File: src/rtl/core/crc_checked_frame_deframer_unit_macros.svh
// ----------------------------------------------------------------------------
// Assertion macros for the frame deframer
// Shared clocked property wrappers used by the RTL files.
// ----------------------------------------------------------------------------
`ifndef CRC_CHECKED_FRAME_DEFRAMER_UNIT_MACROS_SVH
`define CRC_CHECKED_FRAME_DEFRAMER_UNIT_MACROS_SVH

// Implication checked at every clock edge outside reset
`define CFD_ASSERT_IMP(label, clk, rst_n, ante, cons, msg) \
  label: assert property (@(posedge clk) disable iff (!rst_n) (ante) |-> (cons)) \
    else $error(msg);

// Next-cycle implication checked outside reset
`define CFD_ASSERT_NEXT(label, clk, rst_n, ante, cons, msg) \
  label: assert property (@(posedge clk) disable iff (!rst_n) (ante) |=> (cons)) \
    else $error(msg);

`endif

File: src/rtl/core/cfd_pkg.sv
// ----------------------------------------------------------------------------
// Frame deframer package
// Types, constants and the bytewise CRC-32C function.
// ----------------------------------------------------------------------------
package cfd_pkg;

  localparam int unsigned LenBitsDefault = 16;
  localparam int unsigned HeaderBytes    = 28;
  localparam int unsigned TrailerBytes   = 4;
  localparam int unsigned HdrCrcSpan     = HeaderBytes - 4;
  localparam logic [31:0] CrcPoly        = 32'h82F6_3B78;
  localparam logic [31:0] CrcInit        = 32'hFFFF_FFFF;
  localparam logic [31:0] MagicWord      = {8'h53, 8'h52, 8'h46, 8'h57};
  localparam logic [15:0] MsgIdMax       = 16'd16;
  localparam int unsigned QueueDepth     = 2;

  typedef enum logic [1:0] {
    CFG_EXPECTED_VERSION = 2'd0,
    CFG_MAX_PAYLOAD      = 2'd1,
    CFG_BIG_ENDIAN       = 2'd2
  } cfg_idx_e;

  typedef enum logic [1:0] {
    KIND_HEADER  = 2'd0,
    KIND_PAYLOAD = 2'd1,
    KIND_END     = 2'd2
  } kind_e;

  typedef enum logic [2:0] {
    ST_OK      = 3'd0,
    ST_MAGIC   = 3'd1,
    ST_HDR_CRC = 3'd2,
    ST_VERSION = 3'd3,
    ST_FLAGS   = 3'd4,
    ST_MSG_ID  = 3'd5,
    ST_LENGTH  = 3'd6,
    ST_PAY_CRC = 3'd7
  } status_e;

  typedef struct packed {
    logic       mode;
    logic [7:0] data_byte;
  } in_item_t;

  typedef struct packed {
    logic [1:0]  kind;
    logic [4:0]  message_id;
    logic [63:0] req_tag;
    logic [15:0] frame_len;
    logic [7:0]  payload_byte;
    logic [2:0]  status;
    logic        last;
  } out_item_t;

  // Advance CRC-32C (reflected) by one byte
  function automatic logic [31:0] crc_byte(input logic [31:0] crc, input logic [7:0] b);
    logic [31:0] c;
    c = crc ^ {24'd0, b};
    for (int i = 0; i < 8; i++) begin
      c = c[0] ? ((c >> 1) ^ CrcPoly) : (c >> 1);
    end
    return c;
  endfunction

  // Reverse bytes of a 32-bit word
  function automatic logic [31:0] swap32(input logic [31:0] v);
    return {v[7:0], v[15:8], v[23:16], v[31:24]};
  endfunction

endpackage

File: src/rtl/core/cfd_front.sv
// ----------------------------------------------------------------------------
// Frame deframer front end
// Parses header, payload and trailer bytes and emits classified results.
// ----------------------------------------------------------------------------
module cfd_front #(
  parameter int unsigned LenBits = cfd_pkg::LenBitsDefault
) (
  input  logic                 clk_i,
  input  logic                 rst_ni,
  input  logic                 in_valid_i,
  input  cfd_pkg::in_item_t    in_item_i,
  input  logic [15:0]          expected_version_i,
  input  logic [15:0]          max_payload_i,
  input  logic                 big_endian_i,
  output logic                 res_valid_o,
  output cfd_pkg::out_item_t   res_item_o
);
  import cfd_pkg::*;

  typedef enum logic [2:0] {
    PH_HEADER  = 3'b001,
    PH_PAYLOAD = 3'b010,
    PH_TRAILER = 3'b100
  } phase_e;

  phase_e      phase_q, phase_d;
  logic [15:0] count_q, count_d;
  logic [31:0] crc_q, crc_d;
  logic [15:0] dlen_q, dlen_d;
  logic [31:0] trl_q, trl_d;
  logic        stuck_q, stuck_d;
  logic [7:0]  hdr_q [HeaderBytes];

  logic [7:0]  b;
  logic [4:0]  hidx;
  logic [7:0]  hb [HeaderBytes];
  logic [31:0] f_len, f_hcrc, got;
  logic [15:0] f_ver, f_msg, f_flags, f_rsvd;
  logic [63:0] f_rid;
  logic [31:0] hcrc;
  logic [15:0] cnt_inc;
  logic [31:0] trl_shift;
  status_e     st;

  assign b         = in_item_i.data_byte;
  assign hidx      = count_q[4:0];
  assign cnt_inc   = count_q + 16'd1;
  assign trl_shift = {trl_q[23:0], b};

  // View of header bytes including the one arriving now
  always_comb begin
    for (int i = 0; i < HeaderBytes; i++) begin
      hb[i] = (i == HeaderBytes - 1) ? b : hdr_q[i];
    end
  end

  // Decode header fields in the configured byte order
  always_comb begin
    if (big_endian_i) begin
      f_ver   = {hb[4], hb[5]};
      f_msg   = {hb[6], hb[7]};
      f_flags = {hb[8], hb[9]};
      f_rsvd  = {hb[10], hb[11]};
      f_len   = {hb[12], hb[13], hb[14], hb[15]};
      f_rid   = {hb[16], hb[17], hb[18], hb[19], hb[20], hb[21], hb[22], hb[23]};
      f_hcrc  = {hb[24], hb[25], hb[26], hb[27]};
      got     = trl_shift;
    end else begin
      f_ver   = {hb[5], hb[4]};
      f_msg   = {hb[7], hb[6]};
      f_flags = {hb[9], hb[8]};
      f_rsvd  = {hb[11], hb[10]};
      f_len   = {hb[15], hb[14], hb[13], hb[12]};
      f_rid   = {hb[23], hb[22], hb[21], hb[20], hb[19], hb[18], hb[17], hb[16]};
      f_hcrc  = {hb[27], hb[26], hb[25], hb[24]};
      got     = swap32(trl_shift);
    end
  end

  assign hcrc = ~crc_q;

  // Header checks in priority order
  always_comb begin
    logic over;
    over = (f_len > {16'd0, max_payload_i});
    if (LenBits < 32) over = over || ((f_len >> LenBits) != 32'd0);
    if (over)                                        st = ST_LENGTH;
    else if ({hb[0], hb[1], hb[2], hb[3]} != MagicWord) st = ST_MAGIC;
    else if (f_hcrc != hcrc)                         st = ST_HDR_CRC;
    else if (f_ver != expected_version_i)            st = ST_VERSION;
    else if (f_rsvd != 16'd0 || f_flags != 16'd0)    st = ST_FLAGS;
    else if (f_msg == 16'd0 || f_msg > MsgIdMax)     st = ST_MSG_ID;
    else                                             st = ST_OK;
  end

  // Next state and result
  always_comb begin
    phase_d     = phase_q;
    count_d     = count_q;
    crc_d       = crc_q;
    dlen_d      = dlen_q;
    trl_d       = trl_shift;
    stuck_d     = stuck_q;
    res_valid_o = 1'b0;
    res_item_o  = '0;
    if (!in_valid_i) begin
      trl_d = trl_q;
    end else if (in_item_i.mode) begin
      phase_d = PH_HEADER;
      count_d = '0;
      crc_d   = CrcInit;
      dlen_d  = '0;
      trl_d   = '0;
      stuck_d = 1'b0;
    end else if (stuck_q) begin
      trl_d = trl_q;
    end else begin
      unique case (phase_q)
        PH_PAYLOAD: begin
          trl_d   = trl_q;
          crc_d   = crc_byte(crc_q, b);
          count_d = cnt_inc;
          if (cnt_inc >= dlen_q) begin
            phase_d = PH_TRAILER;
            count_d = '0;
            trl_d   = '0;
          end
          res_valid_o             = 1'b1;
          res_item_o.kind         = KIND_PAYLOAD;
          res_item_o.payload_byte = b;
        end
        PH_TRAILER: begin
          count_d = cnt_inc;
          if (cnt_inc >= 16'(TrailerBytes)) begin
            phase_d           = PH_HEADER;
            count_d           = '0;
            crc_d             = CrcInit;
            trl_d             = '0;
            res_valid_o       = 1'b1;
            res_item_o.kind   = KIND_END;
            res_item_o.last   = 1'b1;
            res_item_o.status = (got == ~crc_q) ? ST_OK : ST_PAY_CRC;
            if (got != ~crc_q) stuck_d = 1'b1;
          end
        end
        default: begin
          trl_d = trl_q;
          if (count_q < 16'(HdrCrcSpan)) crc_d = crc_byte(crc_q, b);
          count_d = cnt_inc;
          if (cnt_inc >= 16'(HeaderBytes)) begin
            count_d     = '0;
            crc_d       = CrcInit;
            res_valid_o = 1'b1;
            if (st != ST_OK) begin
              stuck_d           = 1'b1;
              res_item_o.kind   = KIND_END;
              res_item_o.last   = 1'b1;
              res_item_o.status = st;
            end else begin
              dlen_d                = f_len[15:0];
              trl_d                 = '0;
              phase_d               = (f_len[15:0] == 16'd0) ? PH_TRAILER : PH_PAYLOAD;
              res_item_o.kind       = KIND_HEADER;
              res_item_o.message_id = f_msg[4:0];
              res_item_o.req_tag    = f_rid;
              res_item_o.frame_len  = f_len[15:0];
            end
          end
        end
      endcase
    end
  end

  // Capture header bytes
  always_ff @(posedge clk_i) begin
    if (in_valid_i && !in_item_i.mode && !stuck_q && phase_q == PH_HEADER) begin
      hdr_q[hidx] <= b;
    end
  end

  always_ff @(posedge clk_i or negedge rst_ni) begin
    if (!rst_ni) begin
      phase_q <= PH_HEADER;
      count_q <= '0;
      crc_q   <= CrcInit;
      dlen_q  <= '0;
      trl_q   <= '0;
      stuck_q <= 1'b0;
    end else begin
      phase_q <= phase_d;
      count_q <= count_d;
      crc_q   <= crc_d;
      dlen_q  <= dlen_d;
      trl_q   <= trl_d;
      stuck_q <= stuck_d;
    end
  end

  `include "crc_checked_frame_deframer_unit_macros.svh"

  `CFD_ASSERT_IMP(a_hdr_count, clk_i, rst_ni, phase_q == PH_HEADER, count_q < 16'(HeaderBytes), "header count out of range")
  `CFD_ASSERT_IMP(a_trl_count, clk_i, rst_ni, phase_q == PH_TRAILER, count_q < 16'(TrailerBytes), "trailer count out of range")
  `CFD_ASSERT_IMP(a_stuck_quiet, clk_i, rst_ni, stuck_q && !(in_valid_i && in_item_i.mode), !res_valid_o, "result while stuck")

endmodule

File: src/rtl/core/cfd_queue.sv
// ----------------------------------------------------------------------------
// Frame deframer result queue
// Small FIFO between the parser and the result port.
// ----------------------------------------------------------------------------
module cfd_queue (
  input  logic               clk_i,
  input  logic               rst_ni,
  input  logic               push_i,
  input  cfd_pkg::out_item_t data_i,
  output logic               full_o,
  input  logic               pop_i,
  output logic               empty_o,
  output cfd_pkg::out_item_t data_o
);
  import cfd_pkg::*;

  localparam int unsigned PtrW = $clog2(QueueDepth);

  out_item_t       mem_q [QueueDepth];
  logic [PtrW-1:0] wr_q, rd_q;
  logic [PtrW:0]   cnt_q;
  logic            do_push, do_pop;

  assign full_o  = (cnt_q == (PtrW+1)'(QueueDepth));
  assign empty_o = (cnt_q == '0);
  assign do_push = push_i && !full_o;
  assign do_pop  = pop_i && !empty_o;
  assign data_o  = mem_q[rd_q];

  // Store pushed items
  always_ff @(posedge clk_i) begin
    if (do_push) mem_q[wr_q] <= data_i;
  end

  // Advance pointers and count
  always_ff @(posedge clk_i or negedge rst_ni) begin
    if (!rst_ni) begin
      wr_q  <= '0;
      rd_q  <= '0;
      cnt_q <= '0;
    end else begin
      if (do_push) wr_q <= (wr_q == PtrW'(QueueDepth - 1)) ? '0 : wr_q + 1'b1;
      if (do_pop)  rd_q <= (rd_q == PtrW'(QueueDepth - 1)) ? '0 : rd_q + 1'b1;
      cnt_q <= cnt_q + (PtrW+1)'(do_push) - (PtrW+1)'(do_pop);
    end
  end

  `include "crc_checked_frame_deframer_unit_macros.svh"

  `CFD_ASSERT_IMP(a_q_bound, clk_i, rst_ni, 1'b1, cnt_q <= (PtrW+1)'(QueueDepth), "queue count overflow")
  `CFD_ASSERT_NEXT(a_q_grow, clk_i, rst_ni, do_push && !do_pop, cnt_q == $past(cnt_q) + 1'b1, "queue count did not grow")
  `CFD_ASSERT_NEXT(a_q_shrink, clk_i, rst_ni, do_pop && !do_push, cnt_q == $past(cnt_q) - 1'b1, "queue count did not shrink")

endmodule

File: src/rtl/core/crc_checked_frame_deframer_unit.sv
// ----------------------------------------------------------------------------
// CRC checked frame deframer
// Parses length-prefixed frames with CRC-32C header and payload checks.
// ----------------------------------------------------------------------------
// Usage:
//   Input channel: push with in_item_i (mode, data_byte); transfer when
//   push is high and full is low. mode 1 clears the stuck state.
//   Result channel: result_o is valid while empty is low; transfer when
//   pop is high. Kinds: header accepted, payload byte, frame end/error.
//   One byte is taken per cycle while full is low; the parser updates the
//   CRC-32C and header capture in the same cycle. A result enters the queue
//   at the edge its byte transfers and shows on result_o from the next
//   cycle, when it can transfer out. Throughput is one byte per cycle
//   while pop stays high.
//   A two-entry result queue separates parser and receiver: when the
//   receiver stalls, the queue fills and full holds off further bytes.
//   Configuration writes (cfg_we_i, cfg_idx_i, cfg_wdata_i) apply from the
//   next byte. Reset clears the parser, the queue and sets register
//   defaults (version 1, limit 65535, little endian).
// ----------------------------------------------------------------------------
module crc_checked_frame_deframer_unit #(
  parameter int unsigned LenBits = cfd_pkg::LenBitsDefault
) (
  input  logic               clk_i,
  input  logic               rst_ni,
  input  logic               push,
  output logic               full,
  input  cfd_pkg::in_item_t  in_item_i,
  output logic               empty,
  input  logic               pop,
  output cfd_pkg::out_item_t result_o,
  input  logic               cfg_we_i,
  input  logic [1:0]         cfg_idx_i,
  input  logic [15:0]        cfg_wdata_i
);
  import cfd_pkg::*;

  logic [15:0] ver_q, max_q;
  logic        be_q;
  logic        res_valid, accept;
  out_item_t   res_item;

  assign accept = push && !full;

  // Configuration registers
  always_ff @(posedge clk_i or negedge rst_ni) begin
    if (!rst_ni) begin
      ver_q <= 16'd1;
      max_q <= 16'hFFFF;
      be_q  <= 1'b0;
    end else if (cfg_we_i) begin
      unique case (cfg_idx_i)
        CFG_EXPECTED_VERSION: ver_q <= cfg_wdata_i;
        CFG_MAX_PAYLOAD:      max_q <= cfg_wdata_i;
        CFG_BIG_ENDIAN:       be_q  <= cfg_wdata_i[0];
        default: ;
      endcase
    end
  end

  cfd_front #(.LenBits(LenBits)) u_front (
    .clk_i              (clk_i),
    .rst_ni             (rst_ni),
    .in_valid_i         (accept),
    .in_item_i          (in_item_i),
    .expected_version_i (ver_q),
    .max_payload_i      (max_q),
    .big_endian_i       (be_q),
    .res_valid_o        (res_valid),
    .res_item_o         (res_item)
  );

  cfd_queue u_queue (
    .clk_i   (clk_i),
    .rst_ni  (rst_ni),
    .push_i  (res_valid),
    .data_i  (res_item),
    .full_o  (full),
    .pop_i   (pop),
    .empty_o (empty),
    .data_o  (result_o)
  );

endmodule
File: config.mk
export PLATFORM = sky130hd
export DESIGN_NAME = crc_checked_frame_deframer_unit
export DESIGN_NICKNAME = d
export VERILOG_FILES = /design/src/rtl/core/cfd_pkg.sv /design/src/rtl/core/cfd_front.sv /design/src/rtl/core/cfd_queue.sv /design/src/rtl/core/crc_checked_frame_deframer_unit.sv
export VERILOG_INCLUDE_DIRS = /design/src /design/src/rtl/core
export SDC_FILE = /design/constraint.sdc
export NUM_CORES = 1
export LEC_CHECK = 0
export CAP_MARGIN = 40
export CORE_MARGIN = 5
export CORE_UTILIZATION = 58
export DETAILED_ROUTE_END_ITERATION = 8
export DONT_BUFFER_PORTS = 1
export HOLD_SLACK_MARGIN = 0.08
export PLACE_DENSITY_LB_ADDON = 0.08
export SYNTH_ARGS = -nofsm -noshare
export SYNTH_HDL_FRONTEND = slang
export SYNTH_SLANG_ARGS = --single-unit
File: constraint.sdc
create_clock -name clk_i -period 7.1 [get_ports clk_i]
set_input_delay 1.42 -clock clk_i [delete_from_list [all_inputs] [get_ports clk_i]]
set_output_delay 1.42 -clock clk_i [all_outputs]
set_load 0.02 [all_outputs]
## Word-level counts from Yosys, hierarchy flattened

Memories as Yosys holds them, arrays and structs flattened.
Index checks and enable logic that the tools add are counted.

| storage, ports and cells | value |
|---|---|
| flip-flop bits (word level) | 129 |
| bits in writable memories | 422 |
| word-level logic and storage cells | 173 |
| memories kept | 2 |

Memory list:

| name | words | bits a word | read ports | clocked after Yosys merged registers in | wr ports | RTL line | RTL |
|---|---|---|---|---|---|---|---|
| u_front.hdr_q | 28 | 8 | 27 | 0 | 1 | cfd_front.sv:32 | `logic [7:0] hdr_q [HeaderBytes];` |
| u_queue.mem_q | 2 | 99 | 1 | 0 | 1 | cfd_queue.sv:19 | `out_item_t mem_q [QueueDepth];` |

| operators by class | value |
|---|---|
| $add $sub $neg | 5 |
| magnitude comparators | 6 |
| equality and inequality tests | 17 |
| muxes and demuxes | 88 |
| bitwise gates (word level) | 10 |
| reduce and logical (&&, ||, !) cells | 33 |

Operators with widths:

| kind | number |
|---|---|
| 32-bit two-way mux | 16 |
| 99-bit two-way mux | 3 |
| 16-bit two-way mux | 14 |
| 85-bit two-way mux | 2 |
| 24-bit two-way mux | 6 |
| 16-bit inverter with 17-bit output | 8 |
| 87-bit two-way mux | 1 |
| 64-bit two-way mux | 1 |
| 32-bit != test | 2 |
| 32-bit one-hot mux with 2 select lines | 1 |
| 24-bit one-hot mux with 2 select lines | 1 |
| 3-bit two-way mux | 14 |
| 32-bit equality test | 1 |
| 32-bit by 16-bit greater-than comparator with 1-bit output | 1 |
| 16-bit logical NOT | 2 |
| 32-bit by 31-bit != test with 1-bit output (second input constant) | 1 |
| 32-bit inverter | 1 |
| 16-bit one-hot mux with 2 select lines | 1 |
| 16-bit nonzero test | 2 |
| 32-bit nonzero test | 1 |
| 32-bit by 8-bit bitwise XOR with 32-bit output | 1 |
| 1-bit two-way mux | 17 |
| 16-bit by 1-bit adder with 16-bit output (second input constant) | 1 |
| 16-bit >= comparator | 1 |
| other kinds (37) | 60 |

## Depth between registers and ports, before layout

Gate-level depths: netlist of run 1.

| depth | value |
|---|---|
| word-level depth | 22 |
| mapped depth | 19 |

## Cells and area by module

Synthesis of run 1 repeated with hierarchy kept, for this count alone.

| second synthesis, totals | value |
|---|---|
| cell total of the unflattened synthesis | 1817 |
| area, all modules | 25547.0 um2 |

Modules (own cells, without submodules):

| module | instances | cells each | area each (um2) | seq. area each (um2) |
|---|---|---|---|---|
| cfd_front | 1 | 1419 | 16424.5 | 8829.7 |
| cfd_queue | 1 | 326 | 7841.3 | 6045.8 |
| crc_checked_frame_deframer_unit | 1 | 72 | 1281.2 | 847.1 |

## Least setup slack after synthesis of run 1

OpenSTA, ideal clock, no wires.

| path | value |
|---|---|
| kind | input port to flip-flop |
| from | input push |
| to | memory u_queue.mem_q[0][0] in the netlist's numbering, enable pin |
| setup time | 567 ps |
| data arrival time | 6454 ps |
| data required time | 6533 ps |
| path slack | 79 ps |
| stages on the path | 5 |
| path through | nand2b_1 > nor2_1 > nand2_1 > a31oi_1 > nor2b_1 |

| between the ends | value |
|---|---|
| cells in the longest elaborated chain, start to end | 5 |

Ends and longest elaborated chain:

| what | RTL line | RTL |
|---|---|---|
| from (decl) | crc_checked_frame_deframer_unit.sv:26 | `input logic push,` |
| 1-bit logical AND | crc_checked_frame_deframer_unit.sv:43 | `assign accept = push && !full;` |
| 1-bit two-way mux | cfd_front.sv:106 | `if (!in_valid_i) begin` |
| 1-bit logical AND | cfd_queue.sv:26 | `assign do_push = push_i && !full_o;` |
| named net u_queue.do_push | cfd_queue.sv:22 | `logic do_push, do_pop;` |
| 1-bit two-way mux | cfd_queue.sv:32 | `if (do_push) mem_q[wr_q] <= data_i;` |
| 1-bit two-way mux (implied by the code) | cfd_queue.sv:32 |  |
| to (decl) | cfd_queue.sv:19 |  |

The timed path passes the listed nets, and every way through them passes these cells.

## Final worst setup path of run 1

| path | value |
|---|---|
| from | register be_q |
| to | register u_front.dlen_q[8] |

| between the ends | value |
|---|---|
| cells in the longest elaborated chain, start to end | 12 |
| elaborated cells on any way between the ends | 31 |

Ends and longest elaborated chain:

| what | RTL line | RTL |
|---|---|---|
| from (decl) | crc_checked_frame_deframer_unit.sv:39 | `logic be_q;` |
| from (signal assigned) | crc_checked_frame_deframer_unit.sv:55 | `CFG_BIG_ENDIAN: be_q <= cfg_wdata_i[0];` |
| 16-bit two-way mux | cfd_front.sv:59 | `if (big_endian_i) begin` |
| 16-bit by 5-bit greater-than comparator with 1-bit output / 16-bit logical NOT (equally long branches) | cfd_front.sv:92 | `else if (f_msg == 16'd0 \|\| f_msg > MsgIdMax) st = ST_MSG_ID;` |
| 1-bit logical OR | cfd_front.sv:92 |  |
| 3-bit two-way mux | cfd_front.sv:92 |  |
| 3-bit two-way mux | cfd_front.sv:91 | `else if (f_rsvd != 16'd0 \|\| f_flags != 16'd0) st = ST_FLAGS;` |
| 3-bit two-way mux | cfd_front.sv:90 | `else if (f_ver != expected_version_i) st = ST_VERSION;` |
| 3-bit two-way mux | cfd_front.sv:89 | `else if (f_hcrc != hcrc) st = ST_HDR_CRC;` |
| 3-bit two-way mux | cfd_front.sv:88 | `else if ({hb[0], hb[1], hb[2], hb[3]} != MagicWord) st = ST_MAGIC;` |
| 3-bit two-way mux | cfd_front.sv:87 | `if (over) st = ST_LENGTH;` |
| 3-bit nonzero test | cfd_front.sv:154 | `if (st != ST_OK) begin` |
| 2-bit != test (no line) | n/a |  |
| 5-bit AND reduction (no line) | n/a |  |
| to (signal assigned) | cfd_front.sv:193 | `dlen_q <= dlen_d;` |
| to (decl) | cfd_front.sv:29 | `logic [15:0] dlen_q, dlen_d;` |

Several ways; a longest one is shown, not always the timed one. The select of a mux whose other input is x is not followed.
A chain may end at the register's enable or synchronous reset.

==> results of run 1 <==
==> worst max-delay path by stage <==
stage / start / end / depth (start not counted)
floorplan: push / u_queue.mem_q[0][0] / 5
global placement: be_q / u_front.trl_q[7] / 10
detailed placement: be_q / u_front.dlen_q[3] / 11
CTS: be_q / u_front.dlen_q[8] / 11
global route: be_q / u_front.dlen_q[14] / 11
finish: be_q / u_front.dlen_q[8] / 11
==> layer usage <==
metal | vias to the layer above | global-route usage, %
li1 | 6955 | -
met4 | 0 | 7.70
met1 | 7465 | 32.4
met2 | 434 | 38.9
met5 | - | 0
met3 | 108 | 4.87
==> sequential cells by signal, indices dropped and copies added (netlist names) <==
signal and count:
u_front.crc_q 32, ver_q 16, u_front.dlen_q 16, u_front.phase_q 3, u_queue.mem_q 196, u_front.count_q 16
u_queue.rd_q 1, u_front.trl_q 24, u_front.hdr_q 216, u_queue.wr_q 1, u_queue.cnt_q 2, max_q 16
u_front.stuck_q 1, be_q 1
==> worst max-delay path, delay by kind of cell (launching register included) <==
family,cells,cell delay (ps)
AND/OR/NAND/NOR,5,1830
multiplexers,1,740
flip-flops,1,900
buffers and inverters,1,110
AO/OA/AOI/OAI,3,560
adder cells (fa/ha/maj),1,300
==> power breakdown <==
| group | internal, mW | switching (mW) |
|---|---|---|
| Combinational | 1.17 | 1.45 |
| Clock | 1.66 | 1.19 |
| Sequential | 3.64 | 0.323 |
==> layout make-up <==
cell class | instances | share of cell area (%)
sequential | 541 | 56.7
tap | 585 | 2.65
inverter | 84 | 1.14
clock inverter | 21 | 1.10
timing repair buffer | 23 | 0.924
clock buffer | 77 | 5.31
multi-input combinational | 1166 | 32.1
==> metrics by stage <==
step / area (µm²) / worst slack (ps) / instances
after floorplan: 25400 / 79.2 / 1889
after global placement: 25700 / 2230 / 2389
after detailed placement: 25900 / 2580 / 2399
after CTS: 27600 / 2560 / 2497
after global routing: 27600 / 2200 / 2497
final: 27600 / 2460 / 2497
==> cells in the final DEF (no fill, tap or decap), drive strengths merged, types with 15 or more instances in the layout <==
cell type	n
dfstp	50
dfrtp	79
mux2i	166
nand3	15
nor3	19
edfxtp	412
nand2	65
clkbuf	77
ha	38
nand4	45
nor2	179
a31oi	15
nor4	38
mux2	131
nor4bb	33
xor2	44
xnor2	119
buf	23
o211ai	24
inv	87
a21oi	67
o21ai	47
==> kinds of logic (layout without fill, tap and decap cells) <==
family                     Yosys count  in the layout  synth area share, %
adders and majority gates           38             38                 1.88
AOI/OAI and AO/OA                  191            191                 4.63
muxes                              297            297                 12.4
buffers and inverters              182            205                 3.25
and+or+nand+nor                    477            477                 10.3
DFF                                541            541                 61.8
xor gates and xnor gates           163            163                 5.79
==> reports/results.ini, run 1 <==
[global_route]
grt_pass1_vias=15000
gr-total-overflow=0
grt_antenna_before_repair=0
grt_usage_pct=23.8
grt_pass1_wl_um=87800
grt_max_degree=130

[layout]
utilization_pct=64.0
drive_gt1_share_pct=16.0
syn_to_final_growth_pct=8.96
multi_input_area_mm2=0.00888
nets=1939
fillCellCount=3302
antennaDiodeCount=0
register_area_mm2=0.0157

[die]
dieArea_mm2=0.0480
ios=133
num_rows=76
core_mm2=0.0432
fp.dieW_um=219
start_util_pct=58.7
die_y_um=219

[cts]
cts_tree=done
clockBufferDepth=3
htree_levels=2
cts-root-buf=clkbuf_16
cts_setup_buffers=0
clkTransAtPathRegs_ps=60
numCtsBuffers=53
cts_resized=0
worst_skew_pair.late_latency_ps=610
cts.sinks=541
holdBufCountCts=0

[synth]
synth-edff-count=412
yosys-top-cells-area=edfxtp_1 (49%), dfrtp_1 (7.8%), mux2i_1 (6.6%)
yosys_register_bits=541
synth_top_area_share_pct=48.8
yosys_warnings=0
syn_area_mm2=0.0254
ys.flop_type=edfxtp_1
synth_area_leader_cell=edfxtp_1
synth_common_cells=edfxtp_1 (412), nor2_1 (179), mux2i_1 (166)
async_reset_ff_share_pct=23.8
syn_inst=1889
ys_types=73
avgSynthCellArea_um2=13.4
yosysMostFrequentCell=edfxtp_1
ys_seq_area_share_pct=61.8
syn-num-nets=1959

[worst_setup_path]
r2r_start=be_q
cp.required_ps=7550
slowest_stage=dfrtp_4
cp-end-kind=flip-flop
start_kind=flip-flop
reg2regPathDepth=11
regToRegSetupSlack_ps=2460
path_cells=mux2i_1 > inv_1 > ha_1 > nand4_1 > nor4_1 > or3_1 > a21oi_1 > or4_1 > nand4b_2 > o211ai_1 > o21ai_0
crit_type=reg2reg
r2r_end=u_front.dlen_q[8]
crit_fanout=51
worstPathArrival_ps=5090
cp_slowest_stage_delay_ps=900

[sta]
fin_crit_sh_pct=65.4
setup_violations=0
slew_viol_final=0
rsz0062_at_grt=no
hold_ws_ps=496
slew_headroom_pct=40.3
finalSetupTns_ps=0
hold_viol=0
max_freq_mhz=215
worst_pin_slew_ps=892
post-route-min-period_ps=4640
fin_worst_skew_ps=13.3

[routing]
wl_met2_um=27200
dr.first_iter.drc_count=986
drc_errors=0
wl_met1_um=24400
wl_per_cell_um=22.8
dr.pass1.iters=5
wl_met3_um=3680
via_per_inst=5.99
drtAntennaViolNets=0
routed-via-count=15000
routed_wl_um=56900
maxUsedRoutingLayer=met4

[placed_design]
portBuffers=0
hpwl_um=37300
gp_routability_congestion=0.853

[power_and_ir_drop]
power_mw=9.42
leakagePower_nw=10.3
max-vdd-ir-drop_uv=421
powerDensity_mw_per_mm2=341

[run]
maxCapViolCount=0

[min_path]
hold_class=reg2reg
min_from=u_queue.cnt_q[1]
min_path_cells=1
hold_end=u_queue.cnt_q[1]

[outcome]
status=completed

No activity file was read; power rests on OpenSTA's default activity.
==> run 2, diff against run 1 <==
- clock period: 7.1 -> 4.19 ns (I/O delays scaled with it)
==> run 2 against run 1 <==
Effect of this change: clock power is 75% higher; die area stayed put; via count grew 2.2%; total power grew 73%; core utilization increased by 1.3 points; maximum frequency increased by 19%; sequential share of layout area decreased by 1.1 points; critical path depth did not move; largest power group unchanged.
==> reports/results.ini, run 2 (synthesized netlist as in run 1, its figures left out) <==
[outcome]
status=completed

[die]
num_rows=76
core_mm2=0.0432
start_util_pct=58.7
die_y_um=219
ios=133
fp.dieW_um=219
dieArea_mm2=0.0480

[global_route]
grt_antenna_before_repair=1
grt_max_degree=127
grt_pass1_vias=15100
grt_pass1_wl_um=89800
grt_usage_pct=24.3
gr-total-overflow=0

[routing]
drtAntennaViolNets=0
wl_met3_um=4050
wl_met2_um=28200
dr.first_iter.drc_count=1201
via_per_inst=5.99
routed-via-count=15300
drc_errors=0
maxUsedRoutingLayer=met4
routed_wl_um=58200
dr.pass1.iters=5
wl_met1_um=24600
wl_per_cell_um=22.8

[power_and_ir_drop]
netSwitchingFraction_pct=31.4
leakagePower_nw=10.7
powerDensity_mw_per_mm2=578
max-vdd-ir-drop_uv=608
p_clk_share_pct=30.7
p_comb_share_pct=28.0
p_int_mw=11.2
netSwitchingPower_mw=5.12
seqPwrFrac_pct=41.3

[worst_setup_path]
regToRegSetupSlack_ps=290
worstPathArrival_ps=4360
cp.required_ps=4650
crit_fanout=28
cp-end-kind=flip-flop
start_kind=flip-flop
crit_type=reg2reg

[cts]
clkTransAtPathRegs_ps=60
cts_tree=done
cts.sinks=541
worst_skew_pair.late_latency_ps=610
numCtsBuffers=55
cts-root-buf=clkbuf_16
clockBufferDepth=3
htree_levels=2

[layout]
regMostFlops=u_front.hdr_q
biggestRegsByFlops=u_front.hdr_q: 216 flops, u_queue.mem_q: 196 flops, u_front.crc_q: 32 flops
largest_register_ffs=216
antennaDiodeCount=0
layout_common_cells=edfxtp_1 (412), nor2_1 (179), mux2i_1 (166), mux2_2 (131), xnor2_1 (117)
nets=1993
layout.cells.most_common=edfxtp_1
utilization_pct=65.3
syn_to_final_growth_pct=11.2
drive_gt1_share_pct=19.2

[sta]
fin_worst_skew_ps=29.0
worst_pin_slew_ps=900
rsz0062_at_grt=no
setup_violations=0
max_freq_mhz=256
hold_viol=0
slew_viol_final=0
finalSetupTns_ps=0
slew_headroom_pct=40.0
post-route-min-period_ps=3900
fin_crit_sh_pct=93.1

[placed_design]
gp_routability_congestion=0.874
portBuffers=0
hpwl_um=37600

[min_path]
hold_class=in2async

[run]
maxCapViolCount=0

[run 2: layer usage]
metal | GRT usage, % | vias to the layer above
met4 | 6.13 | 0
li1 | - | 7059
met2 | 40.3 | 459
met3 | 5.48 | 84
met1 | 33.0 | 7690
met5 | 0 | -
[run 2: stage by stage]
stage	worst slack [ps]	cell area, µm²	hold slack [ps]	std cells	total power [mW]
after floorplan	69.2	25400	460	1889	10.3
after global placement	221	26200	476	2448	11.2
after detailed placement	193	26300	489	2449	11.3
after CTS	153	28200	218	2554	16.4
after global routing	10.8	28200	232	2554	17.0
final	289	28200	229	2554	16.3
[run 2: worst max-delay path, cell delays in order, from the launching register on]
cell and delay (ps):
dfrtp_4 730, mux2i_1 310, inv_1 70, ha_1 310, a21oi_1 150, o21ai_0 100, a221oi_1 290, nor2_1 90
or4_1 610, nand4b_2 590, o211ai_1 340, o21ai_0 130
[run 2: timing repair]
action	4_1_cts	5_1_grt
resized for setup	0	2
buffers inserted	0	0
endpoints found under the hold margin	126	0
endpoints found under the setup margin	0	29
hold buffers	2	0
[run 2: layout make-up]
cell class,instances,area [µm²]
sequential,541,15700
fill,3257,15000
clock buffer,74,1600
clock inverter,29,293
multi-input combinational,1166,8890
inverter,84,315
timing repair buffer,75,693
tap,585,732
[run 2: power groups by stage]
| stage | Sequential (mW) | Combinational (mW) | Clock (mW) |
|---|---|---|---|
| floorplan | 6.42 | 3.91 | 0 |
| global placement | 6.81 | 4.42 | 0 |
| detailed placement | 6.83 | 4.49 | 0 |
| CTS | 6.72 | 4.57 | 5.11 |
| global route | 6.76 | 4.94 | 5.34 |
| finish | 6.72 | 4.56 | 5.00 |
[run 2: final timing paths]
check,startpoint,endpoint,cells after the start
max,be_q,u_front.dlen_q[10],11
min,rst_ni,u_front.count_q[1],1
max reg2reg,be_q,u_front.dlen_q[10],11
min reg2reg,u_queue.cnt_q[1],u_queue.cnt_q[1],1
max in group asynchronous,rst_ni,max_q[0],1
min in group clk_i,in_item_i[3],u_front.hdr_q[22][3],0
==> run 3, diff against run 2 <==
- CORE_UTILIZATION: 58 -> 35
==> run 3 against run 2 <==
Effect of this change: sequential share of layout area fell by 1.6 points; clock power is 10% higher; critical path type unchanged; setup slack improved by 68 ps; via count fell by 1.7%; clock skew decreased by 3.4 ps; die area up 62%; combinational power increased by 1%; final cell count up 16%; register-to-register slack improved by 70 ps; final area is 3.0% higher; maximum frequency up 1.8%; highest routed layer unchanged; largest power group unchanged; worst hold slack got worse by 56 ps.
==> reports/results.ini, run 3 (synthesized netlist as in run 1, its figures left out) <==
[cts]
cts_tree=done
clockBufferDepth=3
cts-root-buf=clkbuf_16
worst_skew_pair.late_latency_ps=600
clkTransAtPathRegs_ps=50
cts.sinks=541
htree_levels=3
cts_setup_buffers=0
numCtsBuffers=66

[routing]
dr.pass1.iters=5
routed_wl_um=65500
dr.first_iter.drc_count=915
wl_per_cell_um=22.2
drc_errors=0
routed-via-count=15000
drtAntennaViolNets=0
via_per_inst=5.09

[layout]
syn_to_final_growth_pct=14.6
stdcell_area_mm2=0.0290
layout_common_cells=edfxtp_1 (412), nor2_1 (179), mux2i_1 (166), mux2_2 (131), xnor2_1 (117)
largest_register_ffs=216
regMostFlops=u_front.hdr_q
biggestRegsByFlops=u_front.hdr_q: 216 flops, u_queue.mem_q: 196 flops, u_front.crc_q: 32 flops
nets=2019
fillCellCount=6767
layout.cells.most_common=edfxtp_1
drive_gt1_share_pct=19.7
utilization_pct=40.6

[min_path]
hold_class=in2async

[global_route]
grt_antenna_before_repair=1
grt_pass1_wl_um=98500
gr-total-overflow=0
grt_usage_pct=16.5
grt_pass1_vias=15200
grt_max_degree=96

[sta]
post-route-min-period_ps=3830
worst_pin_slew_ps=877
fin_worst_skew_ps=25.5
hold_ws_ps=173
rsz0062_at_grt=no
slew_viol_final=0
finalSetupTns_ps=0
fin_crit_sh_pct=91.5
slew_headroom_pct=41.4
hold_viol=0
setup_violations=0
max_freq_mhz=261

[die]
num_rows=98
core_mm2=0.0716
ios=133
fp.dieW_um=279
dieArea_mm2=0.0779
die_y_um=279
start_util_pct=35.4

[placed_design]
gp_routability_congestion=0.774
hpwl_um=42300
portBuffers=0
placed_area_mm2=0.0269

[power_and_ir_drop]
powerDensity_mw_per_mm2=581
max-vdd-ir-drop_uv=593
leakagePower_nw=10.9

[worst_setup_path]
cp-end-kind=flip-flop
cp.required_ps=4530
regToRegSetupSlack_ps=360
worstPathArrival_ps=4170
crit_type=reg2reg
start_kind=flip-flop
reg2regPathDepth=10
crit_fanout=69

[outcome]
status=completed

[run]
maxCapViolCount=0

## run 3: path summary, 6_finish.rpt
kind / from / endpoint
setup / recovery: be_q / u_queue.mem_q[1][2]
hold / removal: rst_ni / ver_q[7]
setup reg to reg: be_q / u_queue.mem_q[1][2]
hold reg to reg: u_queue.cnt_q[1] / u_queue.cnt_q[1]
max in group asynchronous: rst_ni / u_queue.rd_q
min in group clk_i: in_item_i[3] / u_front.hdr_q[17][3]
## run 3: metal layers
layer	share of wire, %	GRT usage (%)
met5	0	0
met4	1.8	3.87
met3	4.7	3.48
met2	48	27.2
met1	46	22.6
## run 3: final cells by class
class	count	area, µm²	share of cell area (%)
Clock buffer	78	1710	5.88
Clock inverter	44	415	1.43
Antenna cell	1	2.50	0.00862
Sequential cell	541	15700	54.0
Tap cell	950	1190	4.09
Inverter	84	315	1.09
Multi-Input combinational cell	1166	8890	30.6
Timing Repair Buffer	90	857	2.95
## run 3: through the flow
step                      instances  power [mW]  worst slack (ps)
final                          2954        16.9               357
after global routing           2953        17.8              72.3
after CTS                      2953        17.1               256
after detailed placement       2829        11.5               267
after global placement         2829        11.4               306
after floorplan                1889        10.3              69.2
## run 3: worst max-delay path, stage by stage, from the launching register on
cell and delay (ps):
dfrtp_4 630, buf_12 380, buf_4 360, mux2i_1 240, xor2_1 80, or4_1 550, nor4_1 360, nand4_1 260
o211ai_1 280, or2_2 170, o21ba_2 170
## run 3: timing repair
item	in CTS	in global routing
endpoints found under the setup margin	0	12
hold buffers	2	0
gates resized for setup	0	2
hold endpoints to repair	95	0
## run 3: report_power, final
group / switching, mW / total [mW] / leakage, nW / internal (mW)
registers: 0.563 / 6.73 / 5.66 / 6.17
logic: 2.53 / 4.61 / 4.23 / 2.08
clock network: 2.26 / 5.52 / 1.05 / 3.26
total: 5.36 / 16.9 / 10.9 / 11.5
